[src/sv/qyt_pkg.sv]
`timescale 1ns / 1ps

package qyt_pkg;

  localparam int CORDIC_STEPS_DEF = 16;
  localparam int ANGLE_BITS_DEF   = 16;
  localparam int ATAN_N           = 24;
  localparam int ATAN_IW          = 5;
  localparam int ACC_W            = 33;
  localparam int QD_W             = 34;
  localparam int XW               = 36;
  localparam int SUM_W            = 24;
  localparam int DIV_BITS         = 24;
  localparam int DIV_CW           = $clog2(DIV_BITS);
  localparam int CNT_W            = 8;
  localparam int REM_W            = 9;

  localparam logic [CNT_W-1:0] CALIB_RESET = 8'd100;
  localparam logic [15:0]      CENTI_SCALE = 16'd36000;
  localparam logic [31:0]      CENTI_ROUND = 32'd32768;
  localparam logic [QD_W-1:0]  DEN_ONE     = 34'd268435456;

  localparam logic [31:0] ATAN_TURN32 [ATAN_N] = '{
    32'd536870912, 32'd316933406, 32'd167458907, 32'd85004756, 32'd42667331,
    32'd21354465, 32'd10679838, 32'd5340245, 32'd2670163, 32'd1335087,
    32'd667544, 32'd333772, 32'd166886, 32'd83443, 32'd41722, 32'd20861,
    32'd10430, 32'd5215, 32'd2608, 32'd1304, 32'd652, 32'd326, 32'd163, 32'd81
  };

  typedef enum logic [1:0] {
    MUL_WZ = 2'd0,
    MUL_XY = 2'd1,
    MUL_YY = 2'd2,
    MUL_ZZ = 2'd3
  } qyt_mul_t;

  typedef struct packed {
    logic load;
    logic mul;
    logic prep;
    logic cord;
    logic angle;
    logic out_load;
    logic div_init;
    logic div_step;
  } qyt_cmd_t;

  typedef struct packed {
    logic mul_last;
    logic cord_last;
    logic div_req;
    logic div_last;
    logic out_free;
  } qyt_sts_t;

  function automatic logic [31:0] atan_turn(input logic [ATAN_IW-1:0] idx);
    logic [31:0] v;
    v = '0;
    if (32'(idx) < ATAN_N) begin
      v = ATAN_TURN32[idx];
    end
    return v;
  endfunction

  function automatic logic [CNT_W-1:0] eff_count(input logic [CNT_W-1:0] v);
    return (v == '0) ? CNT_W'(1) : v;
  endfunction

endpackage

[src/sv/qyt_channels.sv]
`timescale 1ns / 1ps

interface qyt_in_if;
  logic               valid;
  logic               ready;
  logic signed [15:0] quat_w;
  logic signed [15:0] quat_x;
  logic signed [15:0] quat_y;
  logic signed [15:0] quat_z;
  logic               restart_calibration;

  modport source(output valid, quat_w, quat_x, quat_y, quat_z, restart_calibration,
                 input ready);
  modport sink(input valid, quat_w, quat_x, quat_y, quat_z, restart_calibration,
               output ready);
endinterface

interface qyt_out_if;
  logic               valid;
  logic               ready;
  logic        [15:0] yaw_angle;
  logic        [15:0] yaw_centideg;
  logic signed [15:0] raw_yaw;
  logic               calibrated;

  modport source(output valid, yaw_angle, yaw_centideg, raw_yaw, calibrated, input ready);
  modport sink(input valid, yaw_angle, yaw_centideg, raw_yaw, calibrated, output ready);
endinterface

[src/sv/qyt_ctrl.sv]
`timescale 1ns / 1ps

module qyt_ctrl
  import qyt_pkg::*;
(
  input  logic     clk,
  input  logic     rst_n,
  input  logic     in_valid,
  output logic     in_ready,
  input  qyt_sts_t sts,
  output qyt_cmd_t cmd
);

  typedef enum logic [6:0] {
    ST_IDLE  = 7'b0000001,
    ST_MUL   = 7'b0000010,
    ST_PREP  = 7'b0000100,
    ST_CORD  = 7'b0001000,
    ST_ANGLE = 7'b0010000,
    ST_OUT   = 7'b0100000,
    ST_DIV   = 7'b1000000
  } qyt_state_t;

  qyt_state_t state_r, state_nxt;

  always_ff @(posedge clk) begin
    if (!rst_n) begin
      state_r <= ST_IDLE;
    end else begin
      state_r <= state_nxt;
    end
  end

  always_comb begin
    state_nxt = state_r;
    cmd       = '0;
    in_ready  = 1'b0;
    unique case (state_r)
      ST_IDLE: begin
        in_ready = 1'b1;
        if (in_valid) begin
          cmd.load  = 1'b1;
          state_nxt = ST_MUL;
        end
      end
      ST_MUL: begin
        cmd.mul = 1'b1;
        if (sts.mul_last) begin
          state_nxt = ST_PREP;
        end
      end
      ST_PREP: begin
        cmd.prep  = 1'b1;
        state_nxt = ST_CORD;
      end
      ST_CORD: begin
        cmd.cord = 1'b1;
        if (sts.cord_last) begin
          state_nxt = ST_ANGLE;
        end
      end
      ST_ANGLE: begin
        cmd.angle = 1'b1;
        state_nxt = ST_OUT;
      end
      ST_OUT: begin
        if (sts.div_req) begin
          cmd.div_init = 1'b1;
          state_nxt    = ST_DIV;
        end else if (sts.out_free) begin
          cmd.out_load = 1'b1;
          state_nxt    = ST_IDLE;
        end
      end
      ST_DIV: begin
        cmd.div_step = 1'b1;
        if (sts.div_last) begin
          if (sts.out_free) begin
            cmd.out_load = 1'b1;
            state_nxt    = ST_IDLE;
          end else begin
            state_nxt = ST_OUT;
          end
        end
      end
      default: begin
        state_nxt = ST_IDLE;
      end
    endcase
  end

endmodule

[src/sv/qyt_datapath.sv]
`timescale 1ns / 1ps

module qyt_datapath
  import qyt_pkg::*;
#(
  parameter int STEPS = CORDIC_STEPS_DEF,
  parameter int AB    = ANGLE_BITS_DEF
) (
  input  logic               clk,
  input  logic               rst_n,
  input  qyt_cmd_t           cmd,
  output qyt_sts_t           sts,
  input  logic signed [15:0] in_quat_w,
  input  logic signed [15:0] in_quat_x,
  input  logic signed [15:0] in_quat_y,
  input  logic signed [15:0] in_quat_z,
  input  logic               in_restart,
  input  logic               cfg_wr_en,
  input  logic [CNT_W-1:0]   cfg_wr_data,
  output logic               out_valid,
  input  logic               out_ready,
  output logic [15:0]        out_yaw_angle,
  output logic [15:0]        out_yaw_centideg,
  output logic signed [15:0] out_raw_yaw,
  output logic               out_calibrated
);

  localparam int SW = $clog2(STEPS);

  logic signed [15:0] qw_r, qx_r, qy_r, qz_r;
  logic               restart_r;
  qyt_mul_t           mul_sel_r;
  logic signed [ACC_W-1:0] acc_a_r, acc_b_r;
  logic signed [15:0] mul_a, mul_b;
  logic signed [31:0] prod;

  logic signed [XW-1:0] x_r, y_r;
  logic [AB-1:0]        z_r;
  logic                 zero_r;
  logic [SW-1:0]        step_r;

  logic signed [QD_W-1:0] num_q, den_q;
  logic signed [XW-1:0]   num_x, den_x, dx, dy;
  logic [32:0]            t_full;
  logic [AB-1:0]          t_step;

  logic [15:0] raw16, raw_fin, rel, eff_off;
  logic        eff_valid;
  logic signed [SUM_W-1:0] base_sum;
  logic [CNT_W-1:0]        base_taken, base_left, taken_nxt, left_nxt;

  logic [CNT_W-1:0]        calib_r, taken_r, left_r;
  logic signed [SUM_W-1:0] sum_r;
  logic [15:0]             offset_r;
  logic                    offset_valid_r;
  logic                    div_req_r;

  logic [15:0] rel_r, raw_r;
  logic        cal_r;

  logic [REM_W-1:0]  n_val, n_r, rem_r, rem_nxt;
  logic [SUM_W-1:0]  mag, dvd_r, quo;
  logic [REM_W:0]    trial;
  logic              ge, neg_r;
  logic [DIV_CW-1:0] div_cnt_r;

  logic [31:0] centi_prod;
  logic        out_valid_r;

  always_comb begin
    mul_a = qw_r;
    mul_b = qz_r;
    case (mul_sel_r)
      MUL_WZ: begin mul_a = qw_r; mul_b = qz_r; end
      MUL_XY: begin mul_a = qx_r; mul_b = qy_r; end
      MUL_YY: begin mul_a = qy_r; mul_b = qy_r; end
      MUL_ZZ: begin mul_a = qz_r; mul_b = qz_r; end
      default: begin mul_a = qw_r; mul_b = qz_r; end
    endcase
    prod = mul_a * mul_b;
  end

  assign num_q = {acc_a_r, 1'b0};
  assign den_q = $signed(DEN_ONE) - $signed({acc_b_r, 1'b0});
  assign num_x = {{(XW-QD_W){num_q[QD_W-1]}}, num_q};
  assign den_x = {{(XW-QD_W){den_q[QD_W-1]}}, den_q};

  assign dx     = y_r >>> step_r;
  assign dy     = x_r >>> step_r;
  assign t_full = {1'b0, atan_turn(ATAN_IW'(step_r))} + (33'd1 << (31 - AB));
  assign t_step = t_full[32-AB +: AB];

  generate
    if (AB > 16) begin : g_round
      logic [AB:0] z_rnd;
      assign z_rnd = {1'b0, z_r} + ((AB + 1)'(1) << (AB - 17));
      assign raw16 = z_rnd[AB-16 +: 16];
    end else begin : g_widen
      assign raw16 = 16'(z_r) << (16 - AB);
    end
  endgenerate

  assign raw_fin    = zero_r ? 16'd0 : raw16;
  assign eff_valid  = restart_r ? 1'b0 : offset_valid_r;
  assign eff_off    = eff_valid ? offset_r : 16'd0;
  assign rel        = raw_fin - eff_off;
  assign base_sum   = restart_r ? '0 : sum_r;
  assign base_taken = restart_r ? '0 : taken_r;
  assign base_left  = restart_r ? eff_count(calib_r) : left_r;
  assign taken_nxt  = base_taken + CNT_W'(1);
  assign left_nxt   = (base_left == '0) ? '0 : base_left - CNT_W'(1);

  assign n_val   = (taken_r == '0) ? REM_W'(256) : {1'b0, taken_r};
  assign mag     = sum_r[SUM_W-1] ? SUM_W'(-sum_r) : SUM_W'(sum_r);
  assign trial   = {rem_r, dvd_r[SUM_W-1]};
  assign ge      = trial >= {1'b0, n_r};
  assign rem_nxt = ge ? REM_W'(trial - {1'b0, n_r}) : trial[REM_W-1:0];
  assign quo     = {dvd_r[SUM_W-2:0], ge};

  assign centi_prod = rel_r * CENTI_SCALE + CENTI_ROUND;

  always_ff @(posedge clk) begin
    if (cmd.load) begin
      qw_r      <= in_quat_w;
      qx_r      <= in_quat_x;
      qy_r      <= in_quat_y;
      qz_r      <= in_quat_z;
      restart_r <= in_restart;
      mul_sel_r <= MUL_WZ;
      acc_a_r   <= '0;
      acc_b_r   <= '0;
    end
    if (cmd.mul) begin
      mul_sel_r <= qyt_mul_t'(mul_sel_r + 2'd1);
      case (mul_sel_r) inside
        MUL_WZ, MUL_XY: acc_a_r <= acc_a_r + ACC_W'(prod);
        default:        acc_b_r <= acc_b_r + ACC_W'(prod);
      endcase
    end
    if (cmd.prep) begin
      step_r <= '0;
      zero_r <= (num_q == '0) && (den_q == '0);
      if (den_q < 0) begin
        x_r <= -den_x;
        y_r <= -num_x;
        z_r <= {1'b1, {(AB-1){1'b0}}};
      end else begin
        x_r <= den_x;
        y_r <= num_x;
        z_r <= '0;
      end
    end
    if (cmd.cord) begin
      step_r <= step_r + SW'(1);
      if (!y_r[XW-1]) begin
        x_r <= x_r + dx;
        y_r <= y_r - dy;
        z_r <= z_r + t_step;
      end else begin
        x_r <= x_r - dx;
        y_r <= y_r + dy;
        z_r <= z_r - t_step;
      end
    end
    if (cmd.angle) begin
      rel_r <= rel;
      raw_r <= raw_fin;
      cal_r <= eff_valid;
    end
    if (cmd.out_load) begin
      out_yaw_angle    <= rel_r;
      out_yaw_centideg <= centi_prod[31:16];
      out_raw_yaw      <= raw_r;
      out_calibrated   <= cal_r;
    end
    if (cmd.div_init) begin
      n_r       <= n_val;
      neg_r     <= sum_r[SUM_W-1];
      dvd_r     <= mag + SUM_W'(n_val >> 1);
      rem_r     <= '0;
      div_cnt_r <= '0;
    end
    if (cmd.div_step) begin
      rem_r     <= rem_nxt;
      dvd_r     <= quo;
      div_cnt_r <= div_cnt_r + DIV_CW'(1);
    end
  end

  always_ff @(posedge clk) begin
    if (!rst_n) begin
      calib_r        <= CALIB_RESET;
      left_r         <= CALIB_RESET;
      taken_r        <= '0;
      sum_r          <= '0;
      offset_r       <= '0;
      offset_valid_r <= 1'b0;
      div_req_r      <= 1'b0;
    end else if (cfg_wr_en) begin
      calib_r <= cfg_wr_data;
      if (!offset_valid_r && taken_r == '0) begin
        left_r <= eff_count(cfg_wr_data);
      end
    end else if (cmd.angle) begin
      div_req_r <= 1'b0;
      if (restart_r) begin
        offset_r       <= '0;
        offset_valid_r <= 1'b0;
      end
      if (!eff_valid) begin
        sum_r     <= base_sum + SUM_W'(signed'(raw_fin));
        taken_r   <= taken_nxt;
        left_r    <= left_nxt;
        div_req_r <= (left_nxt == '0) || (taken_nxt == '0);
      end
    end else if (cmd.div_step && sts.div_last) begin
      offset_r       <= neg_r ? 16'(-quo) : quo[15:0];
      offset_valid_r <= 1'b1;
      div_req_r      <= 1'b0;
    end
  end

  always_ff @(posedge clk) begin
    if (!rst_n) begin
      out_valid_r <= 1'b0;
    end else if (cmd.out_load) begin
      out_valid_r <= 1'b1;
    end else if (out_ready) begin
      out_valid_r <= 1'b0;
    end
  end

  assign out_valid     = out_valid_r;
  assign sts.mul_last  = (mul_sel_r == MUL_ZZ);
  assign sts.cord_last = (step_r == SW'(STEPS - 1));
  assign sts.div_req   = div_req_r;
  assign sts.div_last  = (div_cnt_r == DIV_CW'(DIV_BITS - 1));
  assign sts.out_free  = !out_valid_r || out_ready;

endmodule

[src/sv/quaternion_yaw_tracker_unit.sv]
// Yaw tracker: takes one orientation quaternion (Q1.14) per transaction and returns one
// result with the absolute yaw, the yaw relative to a calibrated zero as a binary angle
// and in centidegrees, and a calibrated flag. The block works on one sample at a time:
// the next input transaction is taken only after four passes through one shared
// 16x16 multiplier and CORDIC_STEPS passes through one iterative vectoring CORDIC
// stage. The sample that completes calibration also runs the bit-serial divider that
// forms the mean offset. The result sits in an output register, so a stalled output
// only holds the block once the next result is ready. Write calib_samples only while
// no transaction is in flight; a write before the first calibration sample reloads
// the sample count at once.
`timescale 1ns / 1ps

module quaternion_yaw_tracker_unit
  import qyt_pkg::*;
#(
  parameter int CORDIC_STEPS = CORDIC_STEPS_DEF,
  parameter int ANGLE_BITS   = ANGLE_BITS_DEF
) (
  input  logic             clk,
  input  logic             rst_n,
  qyt_in_if.sink           in_ch,
  qyt_out_if.source        out_ch,
  input  logic             cfg_wr_en,
  input  logic [CNT_W-1:0] cfg_wr_data
);

  localparam int STEPS = (CORDIC_STEPS > ATAN_N) ? ATAN_N : CORDIC_STEPS;

  qyt_cmd_t cmd;
  qyt_sts_t sts;
  logic     ready;

  qyt_ctrl u_ctrl (
    .clk      (clk),
    .rst_n    (rst_n),
    .in_valid (in_ch.valid),
    .in_ready (ready),
    .sts      (sts),
    .cmd      (cmd)
  );

  qyt_datapath #(
    .STEPS (STEPS),
    .AB    (ANGLE_BITS)
  ) u_dp (
    .clk              (clk),
    .rst_n            (rst_n),
    .cmd              (cmd),
    .sts              (sts),
    .in_quat_w        (in_ch.quat_w),
    .in_quat_x        (in_ch.quat_x),
    .in_quat_y        (in_ch.quat_y),
    .in_quat_z        (in_ch.quat_z),
    .in_restart       (in_ch.restart_calibration),
    .cfg_wr_en        (cfg_wr_en),
    .cfg_wr_data      (cfg_wr_data),
    .out_valid        (out_ch.valid),
    .out_ready        (out_ch.ready),
    .out_yaw_angle    (out_ch.yaw_angle),
    .out_yaw_centideg (out_ch.yaw_centideg),
    .out_raw_yaw      (out_ch.raw_yaw),
    .out_calibrated   (out_ch.calibrated)
  );

  assign in_ch.ready = ready;

endmodule

[src/flat_wrapper.sv]
// flat-port wrapper written by rule: the top's interface ports become plain ports
module quaternion_yaw_tracker_unit_flat import qyt_pkg::*;
#(
  parameter int CORDIC_STEPS = CORDIC_STEPS_DEF,
  parameter int ANGLE_BITS   = ANGLE_BITS_DEF
)
  (clk, rst_n, cfg_wr_en, cfg_wr_data, in_ch_valid, in_ch_quat_w, in_ch_quat_x, in_ch_quat_y, in_ch_quat_z, in_ch_restart_calibration, in_ch_ready, out_ch_valid, out_ch_yaw_angle, out_ch_yaw_centideg, out_ch_raw_yaw, out_ch_calibrated, out_ch_ready);
  qyt_in_if in_ch_i ();
  qyt_out_if out_ch_i ();
  input  logic clk;
  input  logic rst_n;
  input  logic cfg_wr_en;
  input  logic [CNT_W-1:0] cfg_wr_data;
  input wire logic [$bits(in_ch_i.valid)-1:0] in_ch_valid;
  input wire logic [$bits(in_ch_i.quat_w)-1:0] in_ch_quat_w;
  input wire logic [$bits(in_ch_i.quat_x)-1:0] in_ch_quat_x;
  input wire logic [$bits(in_ch_i.quat_y)-1:0] in_ch_quat_y;
  input wire logic [$bits(in_ch_i.quat_z)-1:0] in_ch_quat_z;
  input wire logic [$bits(in_ch_i.restart_calibration)-1:0] in_ch_restart_calibration;
  output wire logic [$bits(in_ch_i.ready)-1:0] in_ch_ready;
  output wire logic [$bits(out_ch_i.valid)-1:0] out_ch_valid;
  output wire logic [$bits(out_ch_i.yaw_angle)-1:0] out_ch_yaw_angle;
  output wire logic [$bits(out_ch_i.yaw_centideg)-1:0] out_ch_yaw_centideg;
  output wire logic [$bits(out_ch_i.raw_yaw)-1:0] out_ch_raw_yaw;
  output wire logic [$bits(out_ch_i.calibrated)-1:0] out_ch_calibrated;
  input wire logic [$bits(out_ch_i.ready)-1:0] out_ch_ready;
  assign in_ch_i.valid = in_ch_valid;
  assign in_ch_i.quat_w = in_ch_quat_w;
  assign in_ch_i.quat_x = in_ch_quat_x;
  assign in_ch_i.quat_y = in_ch_quat_y;
  assign in_ch_i.quat_z = in_ch_quat_z;
  assign in_ch_i.restart_calibration = in_ch_restart_calibration;
  assign in_ch_ready = in_ch_i.ready;
  assign out_ch_valid = out_ch_i.valid;
  assign out_ch_yaw_angle = out_ch_i.yaw_angle;
  assign out_ch_yaw_centideg = out_ch_i.yaw_centideg;
  assign out_ch_raw_yaw = out_ch_i.raw_yaw;
  assign out_ch_calibrated = out_ch_i.calibrated;
  assign out_ch_i.ready = out_ch_ready;
  quaternion_yaw_tracker_unit #(.CORDIC_STEPS(CORDIC_STEPS), .ANGLE_BITS(ANGLE_BITS)) u_core (.clk(clk), .rst_n(rst_n), .in_ch(in_ch_i), .out_ch(out_ch_i), .cfg_wr_en(cfg_wr_en), .cfg_wr_data(cfg_wr_data));
endmodule
[config.mk]
export PLATFORM = sky130hd
export DESIGN_NAME = quaternion_yaw_tracker_unit_flat
export DESIGN_NICKNAME = d
export VERILOG_FILES = /design/src/sv/qyt_pkg.sv /design/src/sv/qyt_channels.sv /design/src/sv/qyt_ctrl.sv /design/src/sv/qyt_datapath.sv /design/src/sv/quaternion_yaw_tracker_unit.sv /design/src/flat_wrapper.sv
export SDC_FILE = /design/constraint.sdc
export NUM_CORES = 2
export LEC_CHECK = 0
export BUFFER_PORTS_ARGS = -buffer_cell sky130_fd_sc_hd__buf_2
export CAP_MARGIN = 30
export CORE_MARGIN = 2
export CORE_UTILIZATION = 45
export CTS_CLUSTER_DIAMETER = 60
export DETAILED_ROUTE_END_ITERATION = 12
export SETUP_SLACK_MARGIN = 0.3
export SLEW_MARGIN = 30
export SYNTH_ARGS = -nofsm -noshare
export SYNTH_HDL_FRONTEND = slang
export SYNTH_SLANG_ARGS = --single-unit
[constraint.sdc]
create_clock -name clk -period 21.7 [get_ports clk]
set_input_delay 2.17 -clock clk [delete_from_list [all_inputs] [get_ports clk]]
set_output_delay 2.17 -clock clk [all_outputs]
set_load 0.01 [all_outputs]
==> results.cfg <==
[run_status]
outcome = finished, final reports clean

[floorplan]
die_h_um = 329
coreArea_mm2 = 0.105
rows = 119
dieArea_mm2 = 0.108
start_util_pct = 45.2
die_x_um = 329
top_level_ports = 129

[logic_synthesis]
yosys-top-cells-area = edfxtp_1 18%, fa_1 13%, ha_1 11%
ys.flop_type = edfxtp_1
syn_area_per_cell_um2 = 9.09
synth.area.mux_share_pct = 7.44
ys_ff_latch = 430
synth_top_family_by_area = adder cells
synth_nets = 6012
synth_cells = 5222
synth_edf_count = 290
synth_top_area_cell = edfxtp_1
synth_xor_area_share_pct = 8.27
yosysUniqueCellTypes = 100
yosys.area_share.simple_pct = 15.5
ys_warn_count = 0
yosysSeqAreaShare_pct = 24.2
synth_top_area_share_pct = 18.3
synth_area_mm2 = 0.0475
synth_adder_area_share_pct = 23.6
synth_compound_area_share_pct = 15.3
async_flop_share_pct = 0

[run]
cap_violations = 0

[worst_setup_path]
start_kind = register
crit_arrival_ns = 10.54
critical_path_class = reg2reg
setup.worst_path.end_class = register
critPathMostFrequentCell = inv_1
slowest_stage = fa_1
cp_max_fo = 20
worstPathRequired_ns = 22.21
slowest_delay_ns = 0.64

[finish]
final_nets = 6066
fin_area_mm2 = 0.0518
multi_input_area_mm2 = 0.0333
drive_gt1_share_pct = 9.03
nFillCells = 9966
register_area_mm2 = 0.0115
area_growth_pct = 9.13
layout_commonest_cell = nand2_1
mostFrequentLayoutCells = 530 x nand2_1, 497 x inv_1, 440 x nor2_1

[global_route]
antenna_found_initial = 3
grt_pass1_vias = 36640
grt_overflow = 0
grt_use_total_pct = 23.6
grt_max_degree = 97
grt_pass1_wl_mm = 204

[timing]
hold_viol_final = 0
finalMaxSlewViolations = 0
skew_ns = 0.0391
fin_hold_ws_ns = 0.417
post-route-period-util_pct = 46.2
grt_setup_unrepaired = no
finalSetupTns_ns = 0
setup-violations-final = 0
worst_pin_slew_ns = 1.08
min_period_ns = 10.03
max_freq_mhz = 99.7
slew_headroom_pct = 26.0

[clock_network]
clockRootBuffer = clkbuf_16
clock_latency_ns = 0.64
cts.sinks = 430
cts_resized = 0
ctsHoldBuffers = 0
htree_levels = 3
clkTransAtPathRegs_ns = 0.05
cts_setup_buffers = 0
clockBufferDepth = 3
numCtsBuffers = 66
cts_tree = built

[route]
num_vias = 38308
drt_iter0_markers = 2592
ant_nets = 0
drc = 0
viasPerCell = 5.70
drt-total-wl_mm = 128
post_drt_wl_per_cell_um = 19.1
drt_pass1_iterations = 5

[min_path]
hp-class = reg2reg

[placed_design]
dp_hpwl_mm = 101
dpl_cell_area_mm2 = 0.0495
port_buffers = 128
gp_congestion = 0.925
through the flow:
step           utilization, %  cells  setup slack [ns]
5_1_grt                  49.3   6722             11.04
3_5_place_dp             47.2   6598             11.74
2_1_floorplan               -   5222             12.07
4_1_cts                  49.3   6717             11.68
6_report                 49.4   6725             11.67
3_3_place_gp             47.1   6597             11.94
layer usage:
metal | global-route usage [%] | part of all wire (%) | up-vias
met2 | 40.1 | 49 | 1005
met4 | 6.36 | 2.6 | 0
met3 | 3.31 | 5.2 | 194
met5 | 0 | 0 | -
li1 | - | - | 18432
met1 | 31.5 | 44 | 18677
path summary, 6_finish.rpt:
kind         cells past startpoint  slack, ns                     endpoint                      from
max                             35      11.67      u_core.u_dp.acc_a_r[32]  u_core.u_dp.mul_sel_r[0]
min                              0       0.42  u_core.u_dp.out_raw_yaw[12]     u_core.u_dp.raw_r[12]
max reg2reg                     35      11.67      u_core.u_dp.acc_a_r[32]  u_core.u_dp.mul_sel_r[0]
min reg2reg                      0       0.42  u_core.u_dp.out_raw_yaw[12]     u_core.u_dp.raw_r[12]
cell type report:
class / count / share of cell area (%)
Clock inverter: 35 / 0.725
Sequential cell: 430 / 22.2
Multi-Input combinational cell: 4098 / 64.4
Inverter: 504 / 3.65
Clock buffer: 84 / 3.62
Timing Repair Buffer: 176 / 2.03
Tap cell: 1391 / 3.36
Antenna cell: 7 / 0.0338
worst max-delay path: cells and delay by family, from the launching register on:
family / cells / cell delay, ns
xor gates and xnor gates: 2 / 0.55
adders and majority gates: 9 / 4.36
buffers and inverters: 8 / 1.27
and+or+nand+nor: 7 / 1.23
AOI/OAI and AO/OA: 8 / 1.64
muxes: 1 / 0.49
DFF: 1 / 0.40
synthesized netlist by cell type (all sizes together), types with 45 or more instances:
master  count
o21ai     308
o31ai      48
ha        409
dfxtp     140
nand3      64
edfxtp    290
o21a       48
clkbuf    146
nor3       96
xor2      173
a21o       93
inv       502
a21oi     303
a31oi      45
mux2i      77
and2       54
fa        303
nand2b     59
nor2      444
mux2       57
mux4       94
nor2b     108
nand2     530
xnor2     269
flip-flops by register name, indices dropped and copies added, names as in the netlist, 16 cells and up:
| name | count |
|---|---|
| u_core.u_dp.rel_r | 16 |
| u_core.u_dp.qz_r | 16 |
| u_core.u_dp.acc_a_r | 33 |
| u_core.u_dp.x_r | 36 |
| u_core.u_dp.qw_r | 16 |
| u_core.u_dp.out_yaw_centideg | 16 |
| u_core.u_dp.qx_r | 16 |
| u_core.u_dp.y_r | 36 |
| u_core.u_dp.acc_b_r | 33 |
| u_core.u_dp.offset_r | 16 |
| u_core.u_dp.out_yaw_angle | 16 |
| u_core.u_dp.raw16 | 16 |
| u_core.u_dp.qy_r | 16 |
| u_core.u_dp.raw_r | 16 |
| u_core.u_dp.sum_r | 24 |
| u_core.u_dp.out_raw_yaw | 16 |
| u_core.u_dp.dvd_r | 24 |
logic make-up after synthesis:
group	count (synthesis)
compound gates	1146
xor+xnor	444
fa+ha+maj	713
buf+inv	694
flops	430
mux	228
simple gates	1567
Power is left out: the tool's default activity adds up to more than one toggle a clock period on the data nets, which glitch-free logic cannot reach.
